==> src/design/crcc_pkg.sv <==
// Shared types, codes and constants of the card reader channel control block.
package crcc_pkg;

    localparam logic [6:0] COLUMNS_PER_CARD = 7'd80;

    localparam int IN_DATA_W  = 24;
    localparam int IN_USER_W  = 2;
    localparam int RESULT_W   = 35;
    localparam int OUT_DATA_W = 40;

    typedef enum logic [1:0] {
        FUNC_START  = 2'd0,
        FUNC_TICK   = 2'd1,
        FUNC_ATTACH = 2'd2,
        FUNC_DETACH = 2'd3
    } func_t;

    localparam logic [1:0] RD_OK    = 2'd0;
    localparam logic [1:0] RD_ERROR = 2'd1;
    localparam logic [1:0] RD_EMPTY = 2'd2;
    localparam logic [1:0] RD_EOF   = 2'd3;

    localparam logic [2:0] OPC_STATUS  = 3'd0;
    localparam logic [2:0] OPC_READ    = 3'd2;
    localparam logic [2:0] OPC_CONTROL = 3'd3;
    localparam logic [2:0] OPC_SENSE   = 3'd4;

    localparam logic [7:0] CMD_NOP     = 8'h03;
    localparam logic [7:0] CMD_SENSE   = 8'h04;
    localparam logic [7:0] OP_MASK     = 8'h27;
    localparam logic [7:0] OP_READ     = 8'h02;
    localparam logic [7:0] OP_SENSE    = 8'h04;
    localparam logic [7:0] STK_MASK    = 8'hC0;
    localparam logic [7:0] CTL_MASK    = 8'h30;
    localparam logic [7:0] CTL_FEED    = 8'h20;

    localparam logic [7:0] SENSE_REJECT = 8'h80;
    localparam logic [7:0] SENSE_INTERV = 8'h40;
    localparam logic [7:0] SENSE_DATCHK = 8'h08;

    localparam logic [4:0] ST_CE   = 5'h01;
    localparam logic [4:0] ST_DE   = 5'h02;
    localparam logic [4:0] ST_UC   = 5'h04;
    localparam logic [4:0] ST_UE   = 5'h08;
    localparam logic [4:0] ST_BUSY = 5'h10;

    localparam logic [1:0] WAIT_NONE   = 2'd0;
    localparam logic [1:0] WAIT_SHORT  = 2'd1;
    localparam logic [1:0] WAIT_COLUMN = 2'd2;
    localparam logic [1:0] WAIT_FEED   = 2'd3;

    typedef struct packed {
        logic       deck_attached;
        logic [7:0] command_byte;
        logic       card_present;
        logic       end_of_file_seen;
        logic       card_error;
        logic [7:0] sense_byte;
        logic [6:0] column_index;
    } dev_state_t;

    typedef struct packed {
        func_t      func;
        logic [7:0] cmd;
        logic [1:0] read_outcome;
        logic [7:0] column_code;
        logic       column_invalid;
        logic       channel_stop;
    } item_t;

    typedef struct packed {
        logic [6:0] next_column;
        logic [1:0] wait_code;
        logic [4:0] attn_status;
        logic       attn_valid;
        logic [4:0] end_status;
        logic       end_valid;
        logic [7:0] data_byte;
        logic       data_valid;
        logic [4:0] start_status;
    } result_t;

endpackage

==> src/design/card_reader_channel_control.sv <==
// Top level of the card reader channel control unit.
//
// channel | dir | handshake          | payload
// s       | in  | s_tvalid/s_tready  | s_tuser: func; s_tdata: cmd, read_outcome,
//         |     |                    |   column_code, column_invalid, channel_stop
// m       | out | m_tvalid/m_tready  | m_tdata: start_status .. next_column
//
// One transaction per cycle: the device state updates in the accept cycle and the result
// lands in a two-entry output buffer, whose head entry drives m.
// The buffer sets the rate: s_tready drops only when both entries are held by a stalled m.
// rst_n clears the device state and empties the buffer; no clearing pass is needed.
module card_reader_channel_control
(
    input  logic                              clk,
    input  logic                              rst_n,
    input  logic                              s_tvalid,
    output logic                              s_tready,
    // [7:0] cmd, [9:8] read_outcome, [17:10] column_code, [18] column_invalid,
    // [19] channel_stop, [23:20] zero
    input  logic [crcc_pkg::IN_DATA_W-1:0]    s_tdata,
    // [1:0] func
    input  logic [crcc_pkg::IN_USER_W-1:0]    s_tuser,
    output logic                              m_tvalid,
    input  logic                              m_tready,
    // [4:0] start_status, [5] data_valid, [13:6] data_byte, [14] end_valid,
    // [19:15] end_status, [20] attn_valid, [25:21] attn_status, [27:26] wait_code,
    // [34:28] next_column, [39:35] zero
    output logic [crcc_pkg::OUT_DATA_W-1:0]   m_tdata
);

    crcc_pkg::dev_state_t state_reg;
    crcc_pkg::dev_state_t state_next;
    crcc_pkg::item_t      item;
    crcc_pkg::result_t    step_res;
    crcc_pkg::result_t    out_res;
    logic                 accept;

    assign item.func           = crcc_pkg::func_t'(s_tuser);
    assign item.cmd            = s_tdata[7:0];
    assign item.read_outcome   = s_tdata[9:8];
    assign item.column_code    = s_tdata[17:10];
    assign item.column_invalid = s_tdata[18];
    assign item.channel_stop   = s_tdata[19];

    assign accept = s_tvalid && s_tready;

    crcc_step u_step
    (
        .cur  (state_reg),
        .item (item),
        .nxt  (state_next),
        .res  (step_res)
    );

    crcc_out_buf u_out_buf
    (
        .clk       (clk),
        .rst_n     (rst_n),
        .push      (accept),
        .push_data (step_res),
        .space     (s_tready),
        .out_valid (m_tvalid),
        .out_ready (m_tready),
        .out_data  (out_res)
    );

    assign m_tdata = {{(crcc_pkg::OUT_DATA_W - crcc_pkg::RESULT_W){1'b0}}, out_res};

    always_ff @(posedge clk or negedge rst_n)
    begin
        if (!rst_n)
        begin
            state_reg <= '0;
        end
        else if (accept)
        begin
            state_reg <= state_next;
        end
    end

`ifndef SYNTH
    a_column_bound: assert property (@(posedge clk) disable iff (!rst_n)
        state_reg.column_index <= crcc_pkg::COLUMNS_PER_CARD)
        else $error("column index beyond card width");

    a_accept_shows: assert property (@(posedge clk) disable iff (!rst_n)
        accept |=> m_tvalid)
        else $error("accepted transaction left no result");

    a_full_holds: assert property (@(posedge clk) disable iff (!rst_n)
        !s_tready |-> m_tvalid)
        else $error("input stalled with no result pending");

    a_data_not_attn: assert property (@(posedge clk) disable iff (!rst_n)
        m_tvalid |-> !(m_tdata[5] && m_tdata[20]))
        else $error("data byte and attention in one result");
`endif

endmodule

==> src/design/crcc_step.sv <==
// Next-state and result logic for one transaction of the card reader control.
module crcc_step
(
    input  crcc_pkg::dev_state_t cur,
    input  crcc_pkg::item_t      item,
    output crcc_pkg::dev_state_t nxt,
    output crcc_pkg::result_t    res
);

    function automatic crcc_pkg::dev_state_t take_card(
        input crcc_pkg::dev_state_t s,
        input logic [1:0]           outcome,
        input logic                 eof_marks
    );
        crcc_pkg::dev_state_t r;
        r = s;
        if (outcome == crcc_pkg::RD_ERROR)
        begin
            r.card_error   = 1'b1;
            r.card_present = 1'b1;
        end
        else if (outcome == crcc_pkg::RD_OK)
        begin
            r.card_present = 1'b1;
        end
        else if (outcome == crcc_pkg::RD_EOF && eof_marks)
        begin
            r.end_of_file_seen = 1'b1;
        end
        return r;
    endfunction

    always_comb
    begin
        crcc_pkg::dev_state_t s;
        crcc_pkg::result_t    r;
        logic [7:0]           op;
        logic [7:0]           ch;
        logic                 finish;
        logic [6:0]           col;

        s      = cur;
        r      = '0;
        op     = cur.command_byte & crcc_pkg::OP_MASK;
        ch     = item.column_code;
        finish = 1'b0;
        col    = cur.column_index;

        case (item.func)
            crcc_pkg::FUNC_START:
            begin
                if (op != 8'h00)
                begin
                    r.start_status = crcc_pkg::ST_BUSY;
                end
                else if (item.cmd != crcc_pkg::CMD_SENSE && !cur.deck_attached)
                begin
                    s.sense_byte   = crcc_pkg::SENSE_INTERV;
                    r.start_status = crcc_pkg::ST_CE | crcc_pkg::ST_DE | crcc_pkg::ST_UC;
                end
                else
                begin
                    case (item.cmd[2:0])
                        crcc_pkg::OPC_READ:
                        begin
                            s.sense_byte   = 8'h00;
                            s.column_index = 7'd0;
                            if (cur.end_of_file_seen)
                            begin
                                s.end_of_file_seen = 1'b0;
                                s.card_error       = 1'b0;
                                s = take_card(s, item.read_outcome, 1'b1);
                                r.start_status = crcc_pkg::ST_CE | crcc_pkg::ST_DE
                                               | crcc_pkg::ST_UE;
                            end
                            else if (!cur.card_present)
                            begin
                                s.sense_byte   = crcc_pkg::SENSE_INTERV;
                                r.start_status = crcc_pkg::ST_CE | crcc_pkg::ST_DE
                                               | crcc_pkg::ST_UC;
                            end
                            else
                            begin
                                s.command_byte = item.cmd;
                                r.wait_code    = crcc_pkg::WAIT_COLUMN;
                            end
                        end
                        crcc_pkg::OPC_CONTROL:
                        begin
                            s.sense_byte   = 8'h00;
                            s.command_byte = 8'h00;
                            if (item.cmd == crcc_pkg::CMD_NOP)
                            begin
                                r.start_status = crcc_pkg::ST_CE | crcc_pkg::ST_DE;
                            end
                            else if ((item.cmd & crcc_pkg::CTL_MASK) != crcc_pkg::CTL_FEED
                                     || (item.cmd & crcc_pkg::STK_MASK) == crcc_pkg::STK_MASK)
                            begin
                                s.sense_byte   = crcc_pkg::SENSE_REJECT;
                                r.start_status = crcc_pkg::ST_CE | crcc_pkg::ST_DE
                                               | crcc_pkg::ST_UC;
                            end
                            else
                            begin
                                s.card_present = 1'b0;
                                s.card_error   = 1'b0;
                                s.command_byte = item.cmd;
                                s.column_index = 7'd0;
                                r.wait_code    = crcc_pkg::WAIT_FEED;
                                r.start_status = crcc_pkg::ST_CE;
                            end
                        end
                        crcc_pkg::OPC_STATUS:
                        begin
                            r.start_status = 5'h00;
                        end
                        crcc_pkg::OPC_SENSE:
                        begin
                            s.command_byte = item.cmd;
                            r.wait_code    = crcc_pkg::WAIT_SHORT;
                        end
                        default:
                        begin
                            s.sense_byte   = cur.sense_byte | crcc_pkg::SENSE_REJECT;
                            r.start_status = crcc_pkg::ST_CE | crcc_pkg::ST_DE
                                           | crcc_pkg::ST_UC;
                        end
                    endcase
                end
            end
            crcc_pkg::FUNC_TICK:
            begin
                if (op == crcc_pkg::OP_SENSE)
                begin
                    r.data_byte = cur.sense_byte;
                    if (cur.sense_byte == 8'h00 && !cur.deck_attached)
                    begin
                        r.data_byte = crcc_pkg::SENSE_INTERV;
                    end
                    r.data_valid   = 1'b1;
                    r.end_valid    = 1'b1;
                    r.end_status   = crcc_pkg::ST_CE | crcc_pkg::ST_DE;
                    s.command_byte = cur.command_byte & ~crcc_pkg::OP_MASK;
                    s.sense_byte   = 8'h00;
                end
                else if (!cur.card_present)
                begin
                    s.end_of_file_seen = 1'b0;
                    s.card_error       = 1'b0;
                    s.command_byte     = cur.command_byte & ~crcc_pkg::OP_MASK;
                    s = take_card(s, item.read_outcome, 1'b1);
                    r.attn_valid  = 1'b1;
                    r.attn_status = crcc_pkg::ST_DE
                                  | (cur.card_error ? crcc_pkg::ST_UC : 5'h00);
                end
                else if (op == crcc_pkg::OP_READ)
                begin
                    if (cur.card_error)
                    begin
                        s.sense_byte = crcc_pkg::SENSE_DATCHK;
                        finish       = 1'b1;
                    end
                    else
                    begin
                        if (item.column_invalid)
                        begin
                            s.sense_byte = cur.sense_byte | crcc_pkg::SENSE_DATCHK;
                            ch           = 8'h00;
                        end
                        if (item.channel_stop)
                        begin
                            finish = 1'b1;
                        end
                        else
                        begin
                            r.data_valid = 1'b1;
                            r.data_byte  = ch;
                            if (col < crcc_pkg::COLUMNS_PER_CARD)
                            begin
                                col = col + 7'd1;
                            end
                            s.column_index = col;
                            if (col >= crcc_pkg::COLUMNS_PER_CARD)
                            begin
                                finish = 1'b1;
                            end
                            else
                            begin
                                r.wait_code = crcc_pkg::WAIT_COLUMN;
                            end
                        end
                    end
                    if (finish)
                    begin
                        r.end_valid = 1'b1;
                        if ((cur.command_byte & crcc_pkg::STK_MASK) != crcc_pkg::STK_MASK)
                        begin
                            s.card_present = 1'b0;
                            r.end_status   = crcc_pkg::ST_CE;
                            r.wait_code    = crcc_pkg::WAIT_FEED;
                        end
                        else
                        begin
                            r.end_status   = crcc_pkg::ST_CE | crcc_pkg::ST_DE
                                           | (cur.card_error ? crcc_pkg::ST_UC : 5'h00);
                            s.command_byte = 8'h00;
                        end
                    end
                end
            end
            crcc_pkg::FUNC_ATTACH:
            begin
                s.deck_attached = 1'b1;
                if (!cur.card_present)
                begin
                    s.end_of_file_seen = 1'b0;
                    s.card_error       = 1'b0;
                    s.sense_byte       = 8'h00;
                    s.column_index     = 7'd0;
                    s = take_card(s, item.read_outcome, 1'b0);
                    r.attn_valid  = 1'b1;
                    r.attn_status = crcc_pkg::ST_DE;
                end
            end
            crcc_pkg::FUNC_DETACH:
            begin
                s.deck_attached    = 1'b0;
                s.sense_byte       = 8'h00;
                s.card_present     = 1'b0;
                s.end_of_file_seen = 1'b0;
                s.card_error       = 1'b0;
            end
            default:
            begin
                s = cur;
            end
        endcase

        r.next_column = s.column_index;
        nxt = s;
        res = r;
    end

endmodule

==> src/design/crcc_out_buf.sv <==
// Two-entry output buffer that decouples result delivery from item acceptance.
module crcc_out_buf
(
    input  logic              clk,
    input  logic              rst_n,
    input  logic              push,
    input  crcc_pkg::result_t push_data,
    output logic              space,
    output logic              out_valid,
    input  logic              out_ready,
    output crcc_pkg::result_t out_data
);

    logic              head_valid_reg;
    logic              skid_valid_reg;
    crcc_pkg::result_t head_reg;
    crcc_pkg::result_t skid_reg;
    logic              pop;

    assign pop       = head_valid_reg && out_ready;
    assign space     = !skid_valid_reg;
    assign out_valid = head_valid_reg;
    assign out_data  = head_reg;

    always_ff @(posedge clk or negedge rst_n)
    begin
        if (!rst_n)
        begin
            head_valid_reg <= 1'b0;
            skid_valid_reg <= 1'b0;
        end
        else if (pop)
        begin
            if (skid_valid_reg)
            begin
                skid_valid_reg <= push;
            end
            else
            begin
                head_valid_reg <= push;
            end
        end
        else if (push)
        begin
            if (head_valid_reg)
            begin
                skid_valid_reg <= 1'b1;
            end
            else
            begin
                head_valid_reg <= 1'b1;
            end
        end
    end

    always_ff @(posedge clk)
    begin
        if (pop && skid_valid_reg)
        begin
            head_reg <= skid_reg;
            if (push)
            begin
                skid_reg <= push_data;
            end
        end
        else if (push && (pop || !head_valid_reg))
        begin
            head_reg <= push_data;
        end
        else if (push)
        begin
            skid_reg <= push_data;
        end
    end

endmodule

==> config.mk <==
export PLATFORM = sky130hd
export DESIGN_NAME = card_reader_channel_control
export DESIGN_NICKNAME = d
export VERILOG_FILES = /design/src/design/crcc_pkg.sv /design/src/design/card_reader_channel_control.sv /design/src/design/crcc_step.sv /design/src/design/crcc_out_buf.sv
export SDC_FILE = /design/constraint.sdc
export NUM_CORES = 1
export LEC_CHECK = 0
export ABC_AREA = 1
export BUFFER_PORTS_ARGS = -buffer_cell sky130_fd_sc_hd__buf_2
export CELL_PAD_IN_SITES_DETAIL_PLACEMENT = 1
export CELL_PAD_IN_SITES_GLOBAL_PLACEMENT = 1
export CORE_MARGIN = 2
export CORE_UTILIZATION = 45
export CTS_CLUSTER_SIZE = 10
export DETAILED_ROUTE_END_ITERATION = 10
export HOLD_SLACK_MARGIN = 0.15
export PLACE_DENSITY_LB_ADDON = 0.25
export SLEW_MARGIN = 20
export SYNTH_ARGS = -nofsm -noshare
export SYNTH_HDL_FRONTEND = slang
export SYNTH_SLANG_ARGS = --single-unit
==> constraint.sdc <==
create_clock -name clk -period 6.3 [get_ports clk]
set_input_delay 1.26 -clock clk [delete_from_list [all_inputs] [get_ports clk]]
set_output_delay 1.26 -clock clk [all_outputs]
set_load 0.02 [all_outputs]
==> impl_metrics.yaml <==
cts:
  cts_hold_buf: 0
  h-tree-depth: 3
  cts_setup_buffers: 0
  insertion_delay_ns: 0.37
  cts_resized: 0
  cts_tree: "yes"
  cts_root_buf: "clkbuf_8"
  clk_pin_slew_worst_paths_ns: 0.10
  clock-sinks: 78
  cts_buffers: 9
  clock_path_buffers: 2
hold_path:
  hp-class: "flop to flop"
  min_to: "u_out_buf.out_valid"
  hp-start: "u_out_buf.skid_valid_reg"
  whs_path_depth: 2
floorplan:
  io_pins: 72
  die_h_um: 99.9
  die_x_um: 99.9
  rows: 35
  dieArea_mm2: 0.00998
  fp.coreArea_mm2: 0.00906
  start_util_pct: 45.7
pwr:
  comb_power_share_pct: 33.0
  total_power_w: 0.00191
  power_switching_w: 0.000745
  switching_share_pct: 39.0
  p_int_w: 0.00117
  p_leak_nw: 2.15
  powerDensity_mw_per_mm2: 404
  pwr-share-seq_pct: 42.0
  ir_worst_vdd_v: 0.000149
  p_clk_share_pct: 25.0
logic_synthesis:
  synth.distinct_cells: 37
  ys_async_sr_fraction_pct: 28.2
  synth_cells: 481
  synth_flop_cell: "edfxtp_1"
  yosysWarnings: 0
  yosysSeqAreaShare_pct: 53.9
  syn_avg_cell_area_um2: 8.61
  synth-edff-count: 56
  synth_seq_cells: 78
  syn_area_mm2: 0.00414
  synth_top_cell_by_area: "edfxtp_1"
  netlist_top_cells_area: "edfxtp_1 (41%), dfrtp_1 (13%), nand2_1 (13%)"
  synth_top_area_share_pct: 40.6
sta:
  timing.slew.headroom_pct: 34.8
  period_needed_ns: 3.16
  finalMaxSlewViolations: 0
  fin_skew_ns: 0.0140
  hold_viol: 0
  setup_tns_ns: 0
  worst_pin_slew_ns: 0.977
  fin_ws_ns: 3.14
  rsz0062_at_grt: "no"
  fin_hold_ws_ns: 0.504
  max_freq_mhz: 316
  setup_viol: 0
  post-route-period-util_pct: 50.2
placement:
  post-place-ws_ns: 2.28
  place_congestion: 0.940
  place.port_buffers: 57
  detailed_place_hpwl_um: 7910
  dpl_cell_area_mm2: 0.00448
finish:
  fin_nets: 572
  syn2layout_area_growth_pct: 14.2
  drive_above_1_share_pct: 17.9
  diodes: 0
  finish.instance_area_mm2: 0.00473
setup_path:
  startpoint_type: "input pin"
  r2r_end: "u_out_buf.out_data[10]"
  rr_startpoint: "u_out_buf.out_valid"
  endpoint_kind: "flop"
  critPathKind: "input pin to flop"
  crit_required_ns: 6.25
  cp.arrival_ns: 3.11
  r2r_slack_ns: 3.67
  rr_worst_depth: 5
  path_max_fanout: 30
status:
  status: "finished clean"
drt:
  drt_iter0_drc: 187
  via_per_inst: 5.27
  antenna_left: 0
  drc: 0
  wirelength_um: 10900
  vias: 3444
  wl_per_cell_um: 16.6
  dr.pass1.iters: 4
global_route:
  grt_first_pass_wirelength_um: 17800
  overflow: 0
  grt_max_degree: 31
  grt_pass1_vias: 3562
  track_usage_pct: 23.0
  antenna_found_initial: 0
job:
  drv_cap: 0
==> placed cells by master (no fill, tap or decap), types with 6 or more instances in the layout <==
master,synthesis,layout
o21ai_0,18,18
o211ai_1,6,6
o21ai_1,14,14
nor3_1,8,8
edfxtp_1,56,56
conb_1,1,10
nand3_1,31,31
a21oi_1,12,12
dfrtp_1,22,22
clkbuf_8,0,9
nand2_1,142,141
buf_2,1,57
nor2_1,43,42
inv_1,57,57
a31oi_1,6,6
==> metal layers <==
| metal | GRT usage, % | wire (um) |
|---|---|---|
| met2 | 37.9 | 5190 |
| met1 | 31.1 | 5090 |
| met3 | 3.06 | 415 |
| met5 | 0 | 0 |
| met4 | 8.85 | 168 |
==> worst max-delay path, stage by stage <==
cell and delay (ns):
buf_2 0.11, nand2_1 0.06, nor2_1 0.05, buf_4 0.22
inv_1 0.74, nand2_2 0.63
==> metrics by stage <==
| stage | utilization, % | cells |
|---|---|---|
| final | 52.2 | 653 |
| after global routing | 52.2 | 653 |
| after CTS | 52.1 | 653 |
| after detailed placement | 49.4 | 637 |
| after global placement | 49.4 | 637 |
| after floorplan | - | 490 |
==> final cells by class <==
cell class	instances	area, um^2
inverter	62	234
sequential	78	2230
clock inverter	6	118
fill	1108	4340
timing repair buffer	58	293
multi-input combinational	328	1590
tap	111	139
clock buffer	10	128
==> cell usage after synthesis, types with 8 or more instances <==
library cell,instances
nand3_1,31
o21ai_1,14
nor2_1,43
dfrtp_1,22
o21ai_0,18
inv_1,57
buf_4,13
nor3_1,8
clkbuf_1,8
a21oi_1,12
nand2_1,142
edfxtp_1,56
==> power by group through the flow <==
stage | Clock, W | Sequential [W] | Combinational [W]
2_1_floorplan | 0 | 0.000873 | 0.000367
3_3_place_gp | 0 | 0.000808 | 0.000608
3_5_place_dp | 0 | 0.000816 | 0.000629
4_1_cts | 0.000483 | 0.000805 | 0.000635
5_1_grt | 0.000505 | 0.000820 | 0.000697
6_report | 0.000478 | 0.000802 | 0.000631
==> how the worst max path moves through the flow <==
stage,startpoint,endpoint,slack (ns),depth (start not counted)
finish,m_tready,u_out_buf.out_data[10],3.14,6
global route,s_tuser[1],u_out_buf.out_data[12],2.89,9
CTS,m_tready,u_out_buf.out_data[16],2.66,6
detailed placement,m_tready,u_out_buf.out_data[13],2.28,6
global placement,m_tready,u_out_buf.out_data[12],2.34,6
floorplan,s_tvalid,u_out_buf.skid_reg[0],3.25,2
==> kinds of logic (layout without fill, tap and decap cells) <==
| logic type | Yosys count | in the layout | synth area share (%) |
|---|---|---|---|
| fa+ha+maj | 5 | 5 | 1.51 |
| simple gates | 239 | 239 | 24.6 |
| compound gates | 74 | 74 | 11.1 |
| other cells | 1 | 10 | 0.0906 |
| flops | 78 | 78 | 53.9 |
| buf+inv | 84 | 136 | 8.85 |
No activity file was read; power rests on OpenSTA's default activity.
